**src/rtl/lde_pkg.sv**
```systemverilog
// ============================================================================
// Luma deblocking edge filter package
// Widths, codes, the alpha, beta and clip tables, the row and result types, and abs_diff.
// ============================================================================
`default_nettype none

package lde_pkg;

   localparam int PIXEL_BITS_DEFAULT = 8;

   localparam int PIXEL_W    = 8;
   localparam int QP_W       = 6;
   localparam int STRENGTH_W = 3;
   localparam int OFFSET_W   = 5;
   localparam int TC0_W      = 5;

   localparam int CSR_INDEX_W = 1;
   localparam int CSR_DATA_W  = OFFSET_W;

   localparam logic [CSR_INDEX_W-1:0] CSR_ALPHA_OFFSET = 1'd0;
   localparam logic [CSR_INDEX_W-1:0] CSR_BETA_OFFSET  = 1'd1;

   localparam logic [STRENGTH_W-1:0] STRENGTH_NONE   = 3'd0;
   localparam logic [STRENGTH_W-1:0] STRENGTH_BS1    = 3'd1;
   localparam logic [STRENGTH_W-1:0] STRENGTH_BS2    = 3'd2;
   localparam logic [STRENGTH_W-1:0] STRENGTH_BS3    = 3'd3;
   localparam logic [STRENGTH_W-1:0] STRENGTH_STRONG = 3'd4;

   localparam int TABLE_DEPTH = 52;
   localparam logic [QP_W-1:0] QP_MAX = 6'd51;

   localparam logic [PIXEL_W-1:0] ALPHA_LUT [0:TABLE_DEPTH-1] = '{
      8'd0,   8'd0,   8'd0,   8'd0,   8'd0,   8'd0,   8'd0,   8'd0,
      8'd0,   8'd0,   8'd0,   8'd0,   8'd0,   8'd0,   8'd0,   8'd0,
      8'd4,   8'd4,   8'd5,   8'd6,   8'd7,   8'd8,   8'd9,   8'd10,
      8'd12,  8'd13,  8'd15,  8'd17,  8'd20,  8'd22,  8'd25,  8'd28,
      8'd32,  8'd36,  8'd40,  8'd45,  8'd50,  8'd56,  8'd63,  8'd71,
      8'd80,  8'd90,  8'd101, 8'd113, 8'd127, 8'd144, 8'd162, 8'd182,
      8'd203, 8'd226, 8'd255, 8'd255
   };

   localparam logic [PIXEL_W-1:0] BETA_LUT [0:TABLE_DEPTH-1] = '{
      8'd0,  8'd0,  8'd0,  8'd0,  8'd0,  8'd0,  8'd0,  8'd0,
      8'd0,  8'd0,  8'd0,  8'd0,  8'd0,  8'd0,  8'd0,  8'd0,
      8'd2,  8'd2,  8'd2,  8'd3,  8'd3,  8'd3,  8'd3,  8'd4,
      8'd4,  8'd4,  8'd6,  8'd6,  8'd7,  8'd7,  8'd8,  8'd8,
      8'd9,  8'd9,  8'd10, 8'd10, 8'd11, 8'd11, 8'd12, 8'd12,
      8'd13, 8'd13, 8'd14, 8'd14, 8'd15, 8'd15, 8'd16, 8'd16,
      8'd17, 8'd17, 8'd18, 8'd18
   };

   localparam logic [TC0_W-1:0] TC0_BS1_TABLE [0:TABLE_DEPTH-1] = '{
      5'd0, 5'd0, 5'd0, 5'd0, 5'd0, 5'd0, 5'd0, 5'd0,
      5'd0, 5'd0, 5'd0, 5'd0, 5'd0, 5'd0, 5'd0, 5'd0,
      5'd0, 5'd0, 5'd0, 5'd0, 5'd0, 5'd0, 5'd0, 5'd1,
      5'd1, 5'd1, 5'd1, 5'd1, 5'd1, 5'd1, 5'd1, 5'd1,
      5'd1, 5'd2, 5'd2, 5'd2, 5'd2, 5'd3, 5'd3, 5'd3,
      5'd4, 5'd4, 5'd4, 5'd5, 5'd6, 5'd6, 5'd7, 5'd8,
      5'd9, 5'd10, 5'd11, 5'd13
   };

   localparam logic [TC0_W-1:0] TC0_BS2_TABLE [0:TABLE_DEPTH-1] = '{
      5'd0, 5'd0, 5'd0, 5'd0, 5'd0, 5'd0, 5'd0, 5'd0,
      5'd0, 5'd0, 5'd0, 5'd0, 5'd0, 5'd0, 5'd0, 5'd0,
      5'd0, 5'd0, 5'd0, 5'd0, 5'd0, 5'd1, 5'd1, 5'd1,
      5'd1, 5'd1, 5'd1, 5'd1, 5'd1, 5'd1, 5'd1, 5'd2,
      5'd2, 5'd2, 5'd2, 5'd3, 5'd3, 5'd3, 5'd4, 5'd4,
      5'd5, 5'd5, 5'd6, 5'd7, 5'd8, 5'd8, 5'd10, 5'd11,
      5'd12, 5'd13, 5'd15, 5'd17
   };

   localparam logic [TC0_W-1:0] TC0_BS3_TABLE [0:TABLE_DEPTH-1] = '{
      5'd0, 5'd0, 5'd0, 5'd0, 5'd0, 5'd0, 5'd0, 5'd0,
      5'd0, 5'd0, 5'd0, 5'd0, 5'd0, 5'd0, 5'd0, 5'd0,
      5'd0, 5'd1, 5'd1, 5'd1, 5'd1, 5'd1, 5'd1, 5'd1,
      5'd1, 5'd1, 5'd1, 5'd2, 5'd2, 5'd2, 5'd2, 5'd3,
      5'd3, 5'd3, 5'd4, 5'd4, 5'd4, 5'd5, 5'd6, 5'd6,
      5'd7, 5'd8, 5'd9, 5'd10, 5'd11, 5'd13, 5'd14, 5'd16,
      5'd18, 5'd20, 5'd23, 5'd25
   };

   typedef struct packed {
      logic [PIXEL_W-1:0]    p3;
      logic [PIXEL_W-1:0]    p2;
      logic [PIXEL_W-1:0]    p1;
      logic [PIXEL_W-1:0]    p0;
      logic [PIXEL_W-1:0]    q0;
      logic [PIXEL_W-1:0]    q1;
      logic [PIXEL_W-1:0]    q2;
      logic [PIXEL_W-1:0]    q3;
      logic [STRENGTH_W-1:0] strength;
      logic [QP_W-1:0]       qp_before;
      logic [QP_W-1:0]       qp_after;
      logic                  edge_enable;
   } row_type;

   typedef struct packed {
      logic [PIXEL_W-1:0] out_p2;
      logic [PIXEL_W-1:0] out_p1;
      logic [PIXEL_W-1:0] out_p0;
      logic [PIXEL_W-1:0] out_q0;
      logic [PIXEL_W-1:0] out_q1;
      logic [PIXEL_W-1:0] out_q2;
      logic               was_filtered;
   } result_type;

   function automatic logic [PIXEL_W-1:0] abs_diff(input logic [PIXEL_W-1:0] a,
                                                   input logic [PIXEL_W-1:0] b);
      return (a > b) ? a - b : b - a;
   endfunction

endpackage

`default_nettype wire

```
**src/rtl/lde_filter.sv**
```systemverilog
// ============================================================================
// Luma deblocking edge filter datapath
// Table lookup, edge tests and the strong and normal filters for one row.
// ============================================================================
`default_nettype none

module lde_filter
   import lde_pkg::*;
#(
   parameter int PIXEL_BITS = PIXEL_BITS_DEFAULT
) (
   input  row_type                     row,
   input  logic signed [OFFSET_W-1:0]  alpha_offset,
   input  logic signed [OFFSET_W-1:0]  beta_offset,
   output result_type                  result
);

   localparam int DW          = PIXEL_BITS + 4;
   localparam int SW          = PIXEL_W + 3;
   localparam int SCALE_SHIFT = PIXEL_BITS - PIXEL_W;
   localparam logic signed [DW-1:0] PIX_MAX = DW'((1 << PIXEL_BITS) - 1);

   function automatic logic [QP_W-1:0] table_index(input logic [QP_W-1:0]           qp,
                                                   input logic signed [OFFSET_W-1:0] off);
      logic signed [QP_W+1:0] sum;
      logic [QP_W-1:0]        idx;
      sum = $signed({2'b00, qp}) + (QP_W+2)'(off);
      if (sum < 0) begin
         idx = '0;
      end else if (sum > $signed({2'b00, QP_MAX})) begin
         idx = QP_MAX;
      end else begin
         idx = sum[QP_W-1:0];
      end
      return idx;
   endfunction

   function automatic logic signed [DW-1:0] clamp_sym(input logic signed [DW-1:0] v,
                                                      input logic signed [DW-1:0] lim);
      logic signed [DW-1:0] r;
      if (v > lim) begin
         r = lim;
      end else if (v < -lim) begin
         r = -lim;
      end else begin
         r = v;
      end
      return r;
   endfunction

   function automatic logic [PIXEL_W-1:0] clip_pixel(input logic signed [DW-1:0] v);
      logic [PIXEL_W-1:0] r;
      if (v < 0) begin
         r = '0;
      end else if (v > PIX_MAX) begin
         r = PIX_MAX[PIXEL_W-1:0];
      end else begin
         r = v[PIXEL_W-1:0];
      end
      return r;
   endfunction

   logic [QP_W:0]        qp_sum;
   logic [QP_W-1:0]      qp_avg;
   logic [QP_W-1:0]      idx_a;
   logic [QP_W-1:0]      idx_b;
   logic [DW-1:0]        alpha;
   logic [DW-1:0]        beta;
   logic [TC0_W-1:0]     tc0_raw;
   logic signed [DW-1:0] c0;

   logic [PIXEL_W-1:0] d_p0q0, d_q0q1, d_p0p1, d_p0p2, d_q0q2;
   logic edge_pass, active, filt, intra_mode, gap, ap, aq;

   logic [SW-1:0] s_p0, s_p1, s_p2, s_p0w;
   logic [SW-1:0] s_q0, s_q1, s_q2, s_q0w;

   logic signed [DW-1:0] lp2, lp1, lp0, lq0, lq1, lq2;
   logic signed [DW-1:0] avg, tc, delta_raw, dif, tap_p, tap_q;
   logic signed [DW-1:0] np1, np0, nq0, nq1;

   always_comb begin
      qp_sum = {1'b0, row.qp_before} + {1'b0, row.qp_after} + (QP_W+1)'(1);
      qp_avg = qp_sum[QP_W:1];
      idx_a  = table_index(qp_avg, alpha_offset);
      idx_b  = table_index(qp_avg, beta_offset);
      alpha  = DW'(ALPHA_LUT[idx_a]) << SCALE_SHIFT;
      beta   = DW'(BETA_LUT[idx_b]) << SCALE_SHIFT;

      unique case (row.strength)
         STRENGTH_BS1: tc0_raw = TC0_BS1_TABLE[idx_a];
         STRENGTH_BS2: tc0_raw = TC0_BS2_TABLE[idx_a];
         STRENGTH_BS3: tc0_raw = TC0_BS3_TABLE[idx_a];
         default:      tc0_raw = '0;
      endcase
      c0 = DW'(tc0_raw) << SCALE_SHIFT;

      d_p0q0 = abs_diff(row.p0, row.q0);
      d_q0q1 = abs_diff(row.q0, row.q1);
      d_p0p1 = abs_diff(row.p0, row.p1);
      d_p0p2 = abs_diff(row.p0, row.p2);
      d_q0q2 = abs_diff(row.q0, row.q2);

      edge_pass = (DW'(d_p0q0) < alpha) && (DW'(d_q0q1) < beta) && (DW'(d_p0p1) < beta);
      active    = row.edge_enable &&
                  ((row.strength == STRENGTH_BS1) || (row.strength == STRENGTH_BS2) ||
                   (row.strength == STRENGTH_BS3) || (row.strength == STRENGTH_STRONG));
      filt       = active && edge_pass;
      intra_mode = (row.strength == STRENGTH_STRONG);
      ap        = DW'(d_p0p2) < beta;
      aq        = DW'(d_q0q2) < beta;
      gap       = DW'(d_p0q0) < ((alpha >> 2) + DW'(2));

      // Strong filter taps: all sums are non-negative and stay within the 11-bit SW range.
      s_p0  = SW'(row.q1) + ((SW'(row.p1) + SW'(row.p0) + SW'(row.q0)) << 1)
              + SW'(row.p2) + SW'(4);
      s_p1  = SW'(row.p2) + SW'(row.p1) + SW'(row.p0) + SW'(row.q0) + SW'(2);
      s_p2  = ((SW'(row.p3) + SW'(row.p2)) << 1) + SW'(row.p2) + SW'(row.p1)
              + SW'(row.p0) + SW'(row.q0) + SW'(4);
      s_p0w = (SW'(row.p1) << 1) + SW'(row.p0) + SW'(row.q1) + SW'(2);
      s_q0  = SW'(row.p1) + ((SW'(row.q1) + SW'(row.p0) + SW'(row.q0)) << 1)
              + SW'(row.q2) + SW'(4);
      s_q1  = SW'(row.q2) + SW'(row.q1) + SW'(row.p0) + SW'(row.q0) + SW'(2);
      s_q2  = ((SW'(row.q3) + SW'(row.q2)) << 1) + SW'(row.q2) + SW'(row.q1)
              + SW'(row.p0) + SW'(row.q0) + SW'(4);
      s_q0w = (SW'(row.q1) << 1) + SW'(row.q0) + SW'(row.p1) + SW'(2);

      // Normal filter in signed arithmetic; arithmetic shifts round towards minus infinity.
      lp2 = DW'(row.p2);
      lp1 = DW'(row.p1);
      lp0 = DW'(row.p0);
      lq0 = DW'(row.q0);
      lq1 = DW'(row.q1);
      lq2 = DW'(row.q2);

      avg       = (lp0 + lq0 + DW'(1)) >>> 1;
      tc        = c0 + DW'(ap) + DW'(aq);
      delta_raw = (((lq0 - lp0) <<< 2) + (lp1 - lq1) + DW'(4)) >>> 3;
      dif       = clamp_sym(delta_raw, tc);
      tap_p     = (lp2 + avg - (lp1 <<< 1)) >>> 1;
      tap_q     = (lq2 + avg - (lq1 <<< 1)) >>> 1;
      np1       = lp1 + clamp_sym(tap_p, c0);
      nq1       = lq1 + clamp_sym(tap_q, c0);
      np0       = lp0 + dif;
      nq0       = lq0 - dif;

      result.out_p2       = row.p2;
      result.out_p1       = row.p1;
      result.out_p0       = row.p0;
      result.out_q0       = row.q0;
      result.out_q1       = row.q1;
      result.out_q2       = row.q2;
      result.was_filtered = filt;

      if (filt && intra_mode) begin
         if (gap && ap) begin
            result.out_p0 = s_p0[SW-1:3];
            result.out_p1 = s_p1[SW-2:2];
            result.out_p2 = s_p2[SW-1:3];
         end else begin
            result.out_p0 = s_p0w[SW-2:2];
         end
         if (gap && aq) begin
            result.out_q0 = s_q0[SW-1:3];
            result.out_q1 = s_q1[SW-2:2];
            result.out_q2 = s_q2[SW-1:3];
         end else begin
            result.out_q0 = s_q0w[SW-2:2];
         end
      end else if (filt) begin
         result.out_p0 = clip_pixel(np0);
         result.out_q0 = clip_pixel(nq0);
         if (ap) begin
            result.out_p1 = clip_pixel(np1);
         end
         if (aq) begin
            result.out_q1 = clip_pixel(nq1);
         end
      end
   end

endmodule

`default_nettype wire

```
**src/rtl/luma_deblock_edge_filter.sv**
```systemverilog
// ============================================================================
// Luma deblocking edge filter
// Filters one row of eight luma pixels across a block edge per item.
//
//   Channel  Direction  Handshake            Contents
//   req      in         req_valid/req_stall  pixels p3..q3, strength, QPs, enable
//   rsp      out        rsp_valid/rsp_stall  filtered p2..q2, was_filtered
//   csr      in         csr_write            alpha_offset, beta_offset
//
// One item per cycle is sustained while rsp_stall is low; each item passes from
// acceptance to result through the input register and then the result register.
// The whole filter sits between those two registers.
// A stalled result still lets the input register take one more item.
// Synchronous reset empties both registers and zeroes the offsets.
// ============================================================================
`default_nettype none

module luma_deblock_edge_filter
   import lde_pkg::*;
#(
   parameter int PIXEL_BITS = PIXEL_BITS_DEFAULT
) (
   input  logic                   clock,
   input  logic                   reset,

   input  logic                   req_valid,
   output logic                   req_stall,
   input  logic [PIXEL_W-1:0]     req_p3,
   input  logic [PIXEL_W-1:0]     req_p2,
   input  logic [PIXEL_W-1:0]     req_p1,
   input  logic [PIXEL_W-1:0]     req_p0,
   input  logic [PIXEL_W-1:0]     req_q0,
   input  logic [PIXEL_W-1:0]     req_q1,
   input  logic [PIXEL_W-1:0]     req_q2,
   input  logic [PIXEL_W-1:0]     req_q3,
   input  logic [STRENGTH_W-1:0]  req_strength,
   input  logic [QP_W-1:0]        req_qp_before,
   input  logic [QP_W-1:0]        req_qp_after,
   input  logic                   req_edge_enable,

   output logic                   rsp_valid,
   input  logic                   rsp_stall,
   output logic [PIXEL_W-1:0]     rsp_out_p2,
   output logic [PIXEL_W-1:0]     rsp_out_p1,
   output logic [PIXEL_W-1:0]     rsp_out_p0,
   output logic [PIXEL_W-1:0]     rsp_out_q0,
   output logic [PIXEL_W-1:0]     rsp_out_q1,
   output logic [PIXEL_W-1:0]     rsp_out_q2,
   output logic                   rsp_was_filtered,

   input  logic                   csr_write,
   input  logic [CSR_INDEX_W-1:0] csr_index,
   input  logic [CSR_DATA_W-1:0]  csr_wdata
);

   row_type    row_ff, row_in;
   logic       row_valid_ff, row_valid_in;
   result_type res_ff, res_in;
   result_type filt_res;
   logic       rsp_valid_ff, rsp_valid_in;

   logic signed [OFFSET_W-1:0] alpha_offset_ff, alpha_offset_in;
   logic signed [OFFSET_W-1:0] beta_offset_ff, beta_offset_in;

   logic out_load, row_load, accept;

   lde_filter #(
      .PIXEL_BITS (PIXEL_BITS)
   ) u_filter (
      .row          (row_ff),
      .alpha_offset (alpha_offset_ff),
      .beta_offset  (beta_offset_ff),
      .result       (filt_res)
   );

   always_comb begin
      out_load  = !rsp_valid_ff || !rsp_stall;
      row_load  = !row_valid_ff || out_load;
      req_stall = reset || !row_load;
      accept    = req_valid && !req_stall;

      row_in             = row_ff;
      row_valid_in       = row_valid_ff;
      res_in             = res_ff;
      rsp_valid_in       = rsp_valid_ff;
      alpha_offset_in    = alpha_offset_ff;
      beta_offset_in     = beta_offset_ff;

      if (row_load) begin
         row_valid_in = accept;
      end
      if (accept) begin
         row_in.p3          = req_p3;
         row_in.p2          = req_p2;
         row_in.p1          = req_p1;
         row_in.p0          = req_p0;
         row_in.q0          = req_q0;
         row_in.q1          = req_q1;
         row_in.q2          = req_q2;
         row_in.q3          = req_q3;
         row_in.strength    = req_strength;
         row_in.qp_before   = req_qp_before;
         row_in.qp_after    = req_qp_after;
         row_in.edge_enable = req_edge_enable;
      end
      if (out_load) begin
         rsp_valid_in = row_valid_ff;
         if (row_valid_ff) begin
            res_in = filt_res;
         end
      end

      if (csr_write) begin
         unique case (csr_index)
            CSR_ALPHA_OFFSET: alpha_offset_in = csr_wdata;
            CSR_BETA_OFFSET:  beta_offset_in  = csr_wdata;
         endcase
      end
   end

   always_ff @(posedge clock) begin
      row_ff <= row_in;
      res_ff <= res_in;
      if (reset) begin
         row_valid_ff    <= 1'b0;
         rsp_valid_ff    <= 1'b0;
         alpha_offset_ff <= '0;
         beta_offset_ff  <= '0;
      end else begin
         row_valid_ff    <= row_valid_in;
         rsp_valid_ff    <= rsp_valid_in;
         alpha_offset_ff <= alpha_offset_in;
         beta_offset_ff  <= beta_offset_in;
      end
   end

   assign rsp_valid        = rsp_valid_ff;
   assign rsp_out_p2       = res_ff.out_p2;
   assign rsp_out_p1       = res_ff.out_p1;
   assign rsp_out_p0       = res_ff.out_p0;
   assign rsp_out_q0       = res_ff.out_q0;
   assign rsp_out_q1       = res_ff.out_q1;
   assign rsp_out_q2       = res_ff.out_q2;
   assign rsp_was_filtered = res_ff.was_filtered;

endmodule

`default_nettype wire

```
**config.mk**
```make
export PLATFORM = sky130hd
export DESIGN_NAME = luma_deblock_edge_filter
export DESIGN_NICKNAME = d
export VERILOG_FILES = /design/src/rtl/lde_pkg.sv /design/src/rtl/lde_filter.sv /design/src/rtl/luma_deblock_edge_filter.sv
export SDC_FILE = /design/constraint.sdc
export NUM_CORES = 1
export LEC_CHECK = 0
export ABC_AREA = 1
export ABC_CLOCK_PERIOD_IN_PS = 29100
export BUFFER_PORTS_ARGS = -buffer_cell sky130_fd_sc_hd__buf_2
export CAP_MARGIN = 20
export CORE_MARGIN = 2
export CORE_UTILIZATION = 34
export DETAILED_ROUTE_END_ITERATION = 6
export GPL_TIMING_DRIVEN = 0
export PLACE_DENSITY = 0.52
export SETUP_SLACK_MARGIN = 0.05
export SYNTH_ARGS = -nofsm -noshare
export SYNTH_HDL_FRONTEND = slang
export SYNTH_HIERARCHICAL = 1
export SYNTH_SLANG_ARGS = --single-unit
```
**constraint.sdc**
```tcl
create_clock -name clock -period 29.1 [get_ports clock]
set_input_delay 5.82 -clock clock [delete_from_list [all_inputs] [get_ports clock]]
set_output_delay 5.82 -clock clock [all_outputs]
set_load 0.005 [all_outputs]
```
=== Word level (Yosys, flattened, before mapping) ===
Memory sizes are Yosys's and may differ from the RTL's.
Index checks and enable logic that the tools add are counted.

* Bits in registers: 141
* Memory bits (read-only): 1,984
* Input bits: 91
* Output and inout bits: 51
* Logic and storage cells: 201
* Memories kept: 5

{| class="wikitable"
|+ Memory list
! memory !! words !! bits a word !! read ports !! clocked after Yosys merged registers in !! write ports !! RTL line !! text
|-
| (name not given) || 64 || 8 || 1 || 0 || 0 || lde_filter.sv:88 || <nowiki>beta = DW'(BETA_LUT[idx_b]) << SCALE_SHIFT;</nowiki>
|-
| (name not given) || 64 || 8 || 1 || 0 || 0 || lde_filter.sv:87 || <nowiki>alpha = DW'(ALPHA_LUT[idx_a]) << SCALE_SHIFT;</nowiki>
|-
| (name not given) || 64 || 5 || 1 || 0 || 0 || lde_filter.sv:91 || <nowiki>STRENGTH_BS1: tc0_raw = TC0_BS1_TABLE[idx_a];</nowiki>
|-
| (name not given) || 64 || 5 || 1 || 0 || 0 || lde_filter.sv:92 || <nowiki>STRENGTH_BS2: tc0_raw = TC0_BS2_TABLE[idx_a];</nowiki>
|-
| (name not given) || 64 || 5 || 1 || 0 || 0 || lde_filter.sv:93 || <nowiki>STRENGTH_BS3: tc0_raw = TC0_BS3_TABLE[idx_a];</nowiki>
|}

* Add/subtract/negate cells: 69
* Order comparisons: 31
* Equal/unequal tests: 4
* Multiplexer cells: 44
* Bitwise operators: 3
* Reductions and logical operators: 22

{| class="wikitable"
|+ Operators by type and width
! operator !! number
|-
| 8-bit two-way mux || 23
|-
| 11-bit by 8-bit adder with 11-bit output || 10
|-
| 10-bit by 8-bit adder with 10-bit output || 8
|-
| 8-bit subtractor || 10
|-
| 12-bit two-way mux || 6
|-
| 32-bit two-way mux || 2
|-
| 8-bit by 8-bit adder with 9-bit output || 7
|-
| 12-bit by 9-bit greater-than comparator with 1-bit output, second input constant || 4
|-
| 12-bit by 1-bit less-than comparator with 1-bit output, second input constant || 4
|-
| 11-bit by 3-bit adder with 11-bit output, second input constant || 4
|-
| 10-bit by 2-bit adder with 10-bit output, second input constant || 4
|-
| 8-bit greater-than comparator || 5
|-
| 8-bit less-than comparator || 5
|-
| 9-bit by 12-bit adder with 12-bit output || 3
|-
| 16-bit two-way mux || 2
|-
| 5-bit two-way mux || 6
|-
| 9-bit by 11-bit adder with 12-bit output || 2
|-
| 11-bit by 12-bit less-than comparator with 1-bit output || 2
|-
| 6-bit two-way mux || 4
|-
| 12-bit by 10-bit subtractor with 12-bit output || 2
|-
| 8-bit by 11-bit adder with 11-bit output || 2
|-
| 11-bit by 6-bit greater-than comparator with 1-bit output || 2
|-
| 9-bit by 8-bit adder with 10-bit output || 2
|-
| 8-bit by 8-bit subtractor with 9-bit output || 2
|-
| 28 further kinds || 52
|}

=== Logic depth before layout (Yosys ltp) ===
Gate-level depths: netlist of the first run.

* Word-level depth: 23
* Depth in mapped cells: 76
* Gate-level depth less buffers: 76

=== Modules after synthesis ===
The synthesis of the first run kept the hierarchy.

{| class="wikitable"
|+ Modules (own cells, without submodules)
! module !! times used !! cells an instance !! area each (µm²) !! sequential area each (µm²)
|-
| lde_filter || 1 || 2,805 || 18,746.7 || 0.0
|-
| luma_deblock_edge_filter || 1 || 198 || 4,371.7 || 4,113.9
|}

=== Least setup slack after synthesis of the first run ===
Ideal clock, no wire load.

* Path type: input to output
* Start: input port reset
* End: output port req_stall
* Arrival time: 6.120 ns
* Data required time: 23.280 ns
* Path slack: 17.160 ns
* Stages on the path: 3
* Buffers on the path: 1
* Cells stage by stage: buf_2 inv_2 nand2_1

* Longest elaborated chain between the ends: 1

{| class="wikitable"
|+ Ends and longest elaborated chain
! element !! RTL line !! text
|-
| start, declared || luma_deblock_edge_filter.sv:24 || <nowiki>input logic reset,</nowiki>
|-
| 1-bit logical OR || luma_deblock_edge_filter.sv:79 || <nowiki>req_stall = reset || !row_load;</nowiki>
|-
| end, declared || luma_deblock_edge_filter.sv:27 || <nowiki>output logic req_stall,</nowiki>
|}

No other way between the ends.

=== Final worst setup path of the first run ===
Same ends and word-level chain as after synthesis.

==> results of run 1 <==
==> power by group <==
group          internal (mW)  leakage, nW  switching, mW
registers              0.232         1.31         0.0204
logic                  0.585         11.5          0.973
clock network          0.120        0.276          0.105
total                  0.937         13.1           1.10
==> worst reg2reg max path, delay by kind of cell (launching register included) <==
| kind | cells | cell delay [ns] |
|---|---|---|
| XOR/XNOR | 1 | 0.16 |
| buffers and inverters | 12 | 1.25 |
| flip-flops | 1 | 0.38 |
| AO/OA/AOI/OAI | 17 | 3.56 |
| adder cells (fa/ha/maj) | 9 | 3.08 |
| AND/OR/NAND/NOR | 23 | 2.97 |
==> path summary, 6_finish.rpt <==
| check | startpoint | to | slack [ns] | cells after the start |
|---|---|---|---|---|
| setup / recovery | reset | req_stall | 16.92 | 4 |
| hold reg to reg | beta_offset_ff[2] | beta_offset_ff[2] | 0.48 | 2 |
| setup reg to reg | row_ff[10] | rsp_out_q0[7] | 17.39 | 62 |
| hold / removal | beta_offset_ff[2] | beta_offset_ff[2] | 0.48 | 2 |
==> cell type report <==
class / count / area [sq um] / area share [%]
multi-input cells: 2294 / 16800 / 65.7
flip-flops and latches: 141 / 4110 / 16.1
inverters: 524 / 1970 / 7.68
well taps: 873 / 1090 / 4.26
repair buffers: 144 / 811 / 3.17
clock buffers: 17 / 425 / 1.66
plain buffers: 44 / 238 / 0.928
clock inverters: 15 / 150 / 0.586
==> kinds of logic (layout without fill, tap and decap cells) <==
logic type	after synthesis	after routing
and+or+nand+nor	1038	1038
buffers and inverters	568	744
AOI/OAI and AO/OA	552	552
adders and majority gates	516	516
xor gates and xnor gates	181	181
DFF	141	141
muxes	7	7
==> stage by stage <==
stage	hold slack (ns)	utilization, %	instances	area (sq um)	setup slack (ns)
2_1_floorplan	0.445	-	3003	23100	17.16
3_3_place_gp	0.464	37.0	4015	24900	16.99
3_5_place_dp	0.479	37.2	4020	25000	16.93
4_1_cts	0.490	38.1	4052	25600	16.93
5_1_grt	0.494	38.1	4052	25600	16.41
6_report	0.482	38.1	4052	25600	16.92
==> layout by cell type (no fill, tap or decap), types with 9 or more instances in the layout <==
| cell | count |
|---|---|
| a21boi_0 | 11 |
| a21o_1 | 21 |
| a21oi_1 | 274 |
| buf_2 | 155 |
| clkbuf_1 | 17 |
| clkbuf_16 | 17 |
| dfxtp_1 | 12 |
| edfxtp_1 | 129 |
| fa_1 | 128 |
| ha_1 | 388 |
| inv_1 | 511 |
| inv_2 | 10 |
| nand2_1 | 585 |
| nand2_2 | 27 |
| nand3_1 | 159 |
| nand3b_1 | 9 |
| nand4_1 | 19 |
| nor2_1 | 167 |
| nor3_1 | 21 |
| o211ai_1 | 16 |
| o21ai_0 | 114 |
| o21ai_1 | 23 |
| o21bai_1 | 32 |
| o221ai_1 | 10 |
| o22ai_1 | 9 |
| xnor2_1 | 54 |
| xor2_1 | 126 |
==> flip-flops by register name, indices dropped and copies added (netlist names) <==
name / count
row_valid_ff: 1
rsp_valid: 1
alpha_offset_ff: 5
rsp_out_q1: 8
row_ff: 80
beta_offset_ff: 5
rsp_out_q2: 8
rsp_out_q0: 8
rsp_out_p0: 8
rsp_out_p2: 8
rsp_was_filtered: 1
rsp_out_p1: 8
==> metal layers <==
layer  routed length [um]  track usage (%)  up-vias
met2                35700             37.2      560
met4                 2900             8.89        0
li1                     -                -    10200
met5                    0                0        -
met3                 3630             2.67      115
met1                35200             29.6     9516
==> summary.txt, run 1 <==
STA
  – Unrepaired setup endpoints after global routing: false
  – Final Skew: ~0.018 ns
  – Final Hold Vio Count: 0
  – Slew HR: 20.6%
  – Final number of setup-violating endpoints: 0
  – Fin Setup TNS: 0 ns
  – FMAX: 82.1 MHz
  – Tcrit/Tclk final: 41.8%
  – Worst-Margin Slew: 1.18 ns
  – Period minus WS final: 12.18 ns
  – Max Transition Viols Final: 0

Route
  – WL/cell: 19.1 um
  – Antenna-violating nets left: 0
  – Via count: between 20000 and 25000
  – Vias per cell: 5.04
  – First-pass DRT Iterations: 6
  – DR iter-0 viols: 1402
  – WL final: 77500 um
  – DR DRC count: 0

Clocking
  – Clock transition at path regs: ~0.07 ns
  – H-tree levels: 4
  – CTS buffer count: 17
  – Hold_buf cts: 0
  – Total setup buffers inserted after CTS: 0
  – Number of gates resized after CTS: 0
  – CTS tree: built
  – Root Buffer: clkbuf_16
  – Clock sink count: 141
  – Max Root-Sink Buffers: 2
  – Skew-Pair Late Insertion Delay: 0.49 ns

Critical path
  – Critical Path RT: 23.28 ns
  – Cells along the critical path: buf_2, inv_2, nand2_1, buf_2
  – Data arrival time of the critical path: 6.36 ns
  – Crit-path slowest cell: buf_2
  – CP top delay family: buffers and inverters
  – Buf+Inv Stages, Crit Path: 3
  – Max incr delay on CP: between 0.15 and 0.2 ns
  – CP Launch Type: input pin
  – WS Path Type: input pin to primary output
  – CP most frequent cell: buf_2
  – CP Max Fanout: 8
  – Crit end category: primary output

Synthesis
  – Async S/R FF share, synth: 0%
  – Synth area leaders: ha_1 (21%), edfxtp_1 (17%), fa_1 (11%)
  – Post-synth top cells: nand2_1 (585), inv_1 (511), ha_1 (388)
  – Simple-gate share of the synthesized area: between 10% and 20%
  – Synthesized net count: between 3000 and 4000
  – Post-Synth Adder-Cell Area: around a third
  – #FFs+latches synth: 141
  – Sequential share of the synthesized area: roughly 18%
  – Synth unique cells: 62
  – Netlist Area Pre-Place: 0.0231 sq mm
  – Post-synth top flop: edfxtp_1
  – Syn Inst Count: 3003
  – Cell with the most instances after synthesis: nand2_1
  – Number of synthesized flops with an enable pin: 129
  – Largest family of logic cells by synthesized area: adder cells
  – XOR/XNOR Fraction of Synth Area: 6.89%
  – Post-synthesis mux area share: 0.319%
  – Yosys top cell by area: ha_1
  – Avg Inst Size Synth: 7.70 sq um
  – Yosys Warn Count: 6
  – Compound-Gate Fraction of Synth Area: 13.7%
  – Synth top area share: 21.0%

Pwr
  – Lkg Pwr: roughly 13 nW
  – Overall power: 2.04 mW
  – Peak supply drop: 0.0428 mV
  – Cell Pwr Density: 79.5 mW/mm^2

Placement
  – Routability congestion estimate: 0.974
  – IO buf count: 139
  – Placed wire-length estimate: approximately 63000 um

Global routing
  – First-pass GRT wire length: between 100000 and 150000 um
  – Vias in the first global route: 20000
  – Largest net degree at the start of global routing: 32
  – Overall Global Routing Usage: 22.4%
  – Initial antenna violation count: 0
  – GRT Residual Overflow: 0

Run status
  – Outcome: complete, no violations

Job
  – Max_cap viols: 0

Finish
  – Nets: ~3800
  – Synth-to-layout area growth: 10.8%
  – ANT cells: 0
  – Fillers: about 7000
  – Share of cells above drive strength 1: 9.19%

Floorplanning
  – Boundary Pins: about 140
  – Chip width: 265 um
  – Height of the chip: 265 um
  – Core Area: about 0.067 sq mm
  – Die area: 0.0701 sq mm
  – Initial Util: 34.4%
  – Row cnt: 95

Hold path
  – Hold crit path type: register to register
No activity file was read; power rests on OpenSTA's default activity.
==> inputs of run 2 (changes only) <==
--- a/config.mk
+++ b/config.mk
@@ -6,7 +6,7 @@
 export NUM_CORES = 1
 export LEC_CHECK = 0
 export ABC_AREA = 1
-export ABC_CLOCK_PERIOD_IN_PS = 29100
+export ABC_CLOCK_PERIOD_IN_PS = 12600
 export BUFFER_PORTS_ARGS = -buffer_cell sky130_fd_sc_hd__buf_2
 export CAP_MARGIN = 20
 export CORE_MARGIN = 2
==> constraint.sdc (replaced) <==
create_clock -name clock -period 12.6 [get_ports clock]
set_input_delay 2.52 -clock clock [delete_from_list [all_inputs] [get_ports clock]]
set_output_delay 2.52 -clock clock [all_outputs]
set_load 0.005 [all_outputs]
==> summary.txt, run 2 (synthesized netlist as in run 1, its figures left out) <==
Pwr
  – Comb power frac: 76.6% (about the same)
  – Peak supply drop: 0.0987 mV (was 0.0428 mV)
  – Switch share: 54.0% (about the same)
  – Reg power frac: 12.4% (about the same)
  – Cell Pwr Density: 184 mW/mm^2 (was 79.5 mW/mm^2)
  – Lkg Pwr: 13.1 nW (about the same)
  – Net Sw Power: 2.54 mW (was 1.10 mW)
  – Internal power: 2.16 mW (was 0.937 mW)
  – Clock share of power: 11.0% (about the same)
  – Overall power: 4.70 mW (was 2.04 mW)

Global routing
  – GRT Residual Overflow: 0 (unchanged)
  – GRT busiest layer: met2 (unchanged)
  – Vias in the first global route: 20000 (unchanged)
  – First-pass GRT wire length: 119000 um (unchanged)
  – Largest net degree at the start of global routing: 32 (unchanged)
  – Global Route met2 Usage: 37.2% (unchanged)
  – Initial antenna violation count: 0 (unchanged)
  – Met1 Resource Use GR: 29.6% (unchanged)
  – Met3 GRT Util: 2.67% (unchanged)
  – Overall Global Routing Usage: 22.4% (unchanged)

STA
  – FMAX: 87.2 MHz
  – Final Hold Vio Count: 0 (unchanged)
  – Fin Setup TNS: 0 ns (unchanged)
  – Tcrit/Tclk final: around nine tenths
  – Period minus WS final: 11.47 ns
  – Max Transition Viols Final: 0 (unchanged)
  – Final Skew: 0.0173 ns (was 0.0180 ns)
  – Final number of setup-violating endpoints: 0 (unchanged)
  – Unrepaired setup endpoints after global routing: false (unchanged)
  – Worst-Margin Slew: 1.15 ns (was 1.18 ns)
  – Slew HR: 23.5% (was 20.6%)

Finish
  – Synth-to-layout area growth: 10.8% (about the same)
  – Nets: 3773 (unchanged)
  – ANT cells: 0 (unchanged)
  – Most common cell after layout, fill and taps aside: nand2_1 (unchanged)
  – Most flops, register: row_ff (unchanged)
  – Share of cells above drive strength 1: 9.22% (was 9.19%)
  – Fillers: 7097 (unchanged)
  – Util after Layout: 38.1% (about the same)
  – Max reg flops: 80 (unchanged)
  – Most frequent cells in the layout: nand2_1 (585), inv_1 (511), ha_1 (388) (unchanged)

Clocking
  – Total setup buffers inserted after CTS: 0 (unchanged)
  – H-tree levels: 4 (unchanged)
  – CTS tree: built (unchanged)
  – Clock transition at path regs: 0.07 ns (about the same)
  – CTS buffer count: 17 (unchanged)
  – Skew-Pair Late Insertion Delay: 0.49 ns (about the same)
  – Max Root-Sink Buffers: 2 (unchanged)
  – Root Buffer: clkbuf_16 (unchanged)
  – Clock sink count: 141 (unchanged)

Hold path
  – Hold crit path type: register to register (unchanged)
  – Min-delay src: beta_offset_ff[2] (unchanged)
  – Worst Hold Path Cells: 2 (unchanged)
  – WHS Endpoint: beta_offset_ff[2] (unchanged)

Critical path
  – Crit end category: register (was primary output)
  – WS Path Type: register to register (was input pin to primary output)
  – R2R depth: 64 (was 62)
  – Data arrival time of the critical path: 11.66 ns (was 6.36 ns)
  – Crit-path slowest cell: fa_1 (was buf_2)
  – CP Max Fanout: 6 (was 8)
  – Reg2reg end: rsp_out_q0[7] (unchanged)
  – Buf+Inv Stages, Crit Path: 12 (was 3)
  – R2R Setup Slk: 1.13 ns (was 17.39 ns)
  – CP most frequent cell: inv_1 (was buf_2)
  – FF-to-FF Start: row_ff[10] (unchanged)
  – CP top delay family: compound AO/OA/AOI/OAI gates (was buffers and inverters)
  – CP Launch Type: register (was input pin)
  – Critical Path RT: 12.79 ns (was 23.28 ns)
  – Max incr delay on CP: 0.49 ns (was 0.18 ns)

Floorplanning
  – Boundary Pins: 142 (unchanged)
  – Height of the chip: 265 um (unchanged)
  – Chip width: 265 um (unchanged)
  – Row cnt: 95 (unchanged)
  – Die area: 0.0701 sq mm (unchanged)
  – Core Area: 0.0673 sq mm (unchanged)
  – Initial Util: 34.4% (unchanged)

Route
  – Antenna-violating nets left: 0 (unchanged)
  – DR iter-0 viols: 1377 (was 1402)
  – Via count: 20400 (about the same)
  – WL/cell: 19.1 um (about the same)
  – WL final: 77500 um (about the same)
  – Vias per cell: 5.03 (was 5.04)
  – First-pass DRT Iterations: 5 (was 6)
  – DR DRC count: 0 (unchanged)

Run status
  – Outcome: complete, no violations (unchanged)

Placement
  – Routability congestion estimate: 0.974 (unchanged)
  – IO buf count: 139 (unchanged)
  – Placed wire-length estimate: 62700 um (unchanged)

Job
  – Max_cap viols: 0 (unchanged)
[run 2: cell types whose count changed in the layout (fill, tap and decap cells not counted)]
cell,before,now
o21ai_0,114,113
a21oi_2,2,3
a21oi_1,274,273
o21ai_1,23,24
[run 2: area by class of cell]
type | count | area [sq um] | area share, %
Buffer | 44 | 238 | 0.928
Clock buffer | 17 | 425 | 1.66
Clock inverter | 15 | 150 | 0.586
Inverter | 524 | 1970 | 7.68
Multi-Input combinational cell | 2294 | 16800 | 65.7
Sequential cell | 141 | 4110 | 16.1
Tap cell | 873 | 1090 | 4.26
Timing Repair Buffer | 144 | 811 | 3.16
[run 2: metal layers]
| layer | routed length, um | vias to the layer above | share of wire, % |
|---|---|---|---|
| li1 | - | 10200 | - |
| met1 | 35400 | 9520 | 46 |
| met2 | 35700 | 536 | 46 |
| met3 | 3430 | 115 | 4.4 |
| met4 | 2970 | 0 | 3.8 |
| met5 | 0 | - | 0 |
[run 2: worst reg2reg max path: cells and delay by family, from the launching register on]
| family | cells | cell delay (ns) |
|---|---|---|
| AOI/OAI and AO/OA | 20 | 3.44 |
| and+or+nand+nor | 22 | 3.04 |
| adders and majority gates | 9 | 2.84 |
| buffers and inverters | 12 | 1.33 |
| DFF | 1 | 0.38 |
| xor gates and xnor gates | 1 | 0.16 |
[run 2: how the worst max path moves through the flow]
stage	startpoint	endpoint	slack, ns	depth (start not counted)
after floorplan	row_ff[3]	rsp_out_q0[7]	3.41	66
after global placement	row_ff[4]	rsp_out_q0[7]	1.05	62
after detailed placement	row_ff[7]	rsp_out_q0[7]	1.01	62
after CTS	row_ff[7]	rsp_out_q0[7]	1.0	62
after global routing	row_ff[3]	rsp_out_q0[7]	0.09	64
final	row_ff[10]	rsp_out_q0[7]	1.13	64
[run 2: timing repair]
action | 4_1_cts | 5_1_grt
resized for setup | 0 | 2
hold buffers | 0 | 0
endpoints found under the setup margin | 0 | 6
[run 2: per-stage QoR]
stage	worst slack (ns)	instance area (sq um)	instances	hold slack, ns
floorplan	3.41	23100	3003	0.445
global placement	1.05	24900	4015	0.464
detailed placement	1.01	25000	4020	0.479
CTS	0.997	25600	4052	0.490
global route	0.0910	25600	4052	0.494
finish	1.13	25600	4052	0.482
[run 2: power groups by stage]
stage,sequential (mW),clock (mW),combinational [mW]
2_1_floorplan,0.569,0,2.77
3_3_place_gp,0.598,0,3.52
3_5_place_dp,0.592,0,3.54
4_1_cts,0.582,0.540,3.57
5_1_grt,0.584,0.555,4.14
6_report,0.582,0.519,3.60
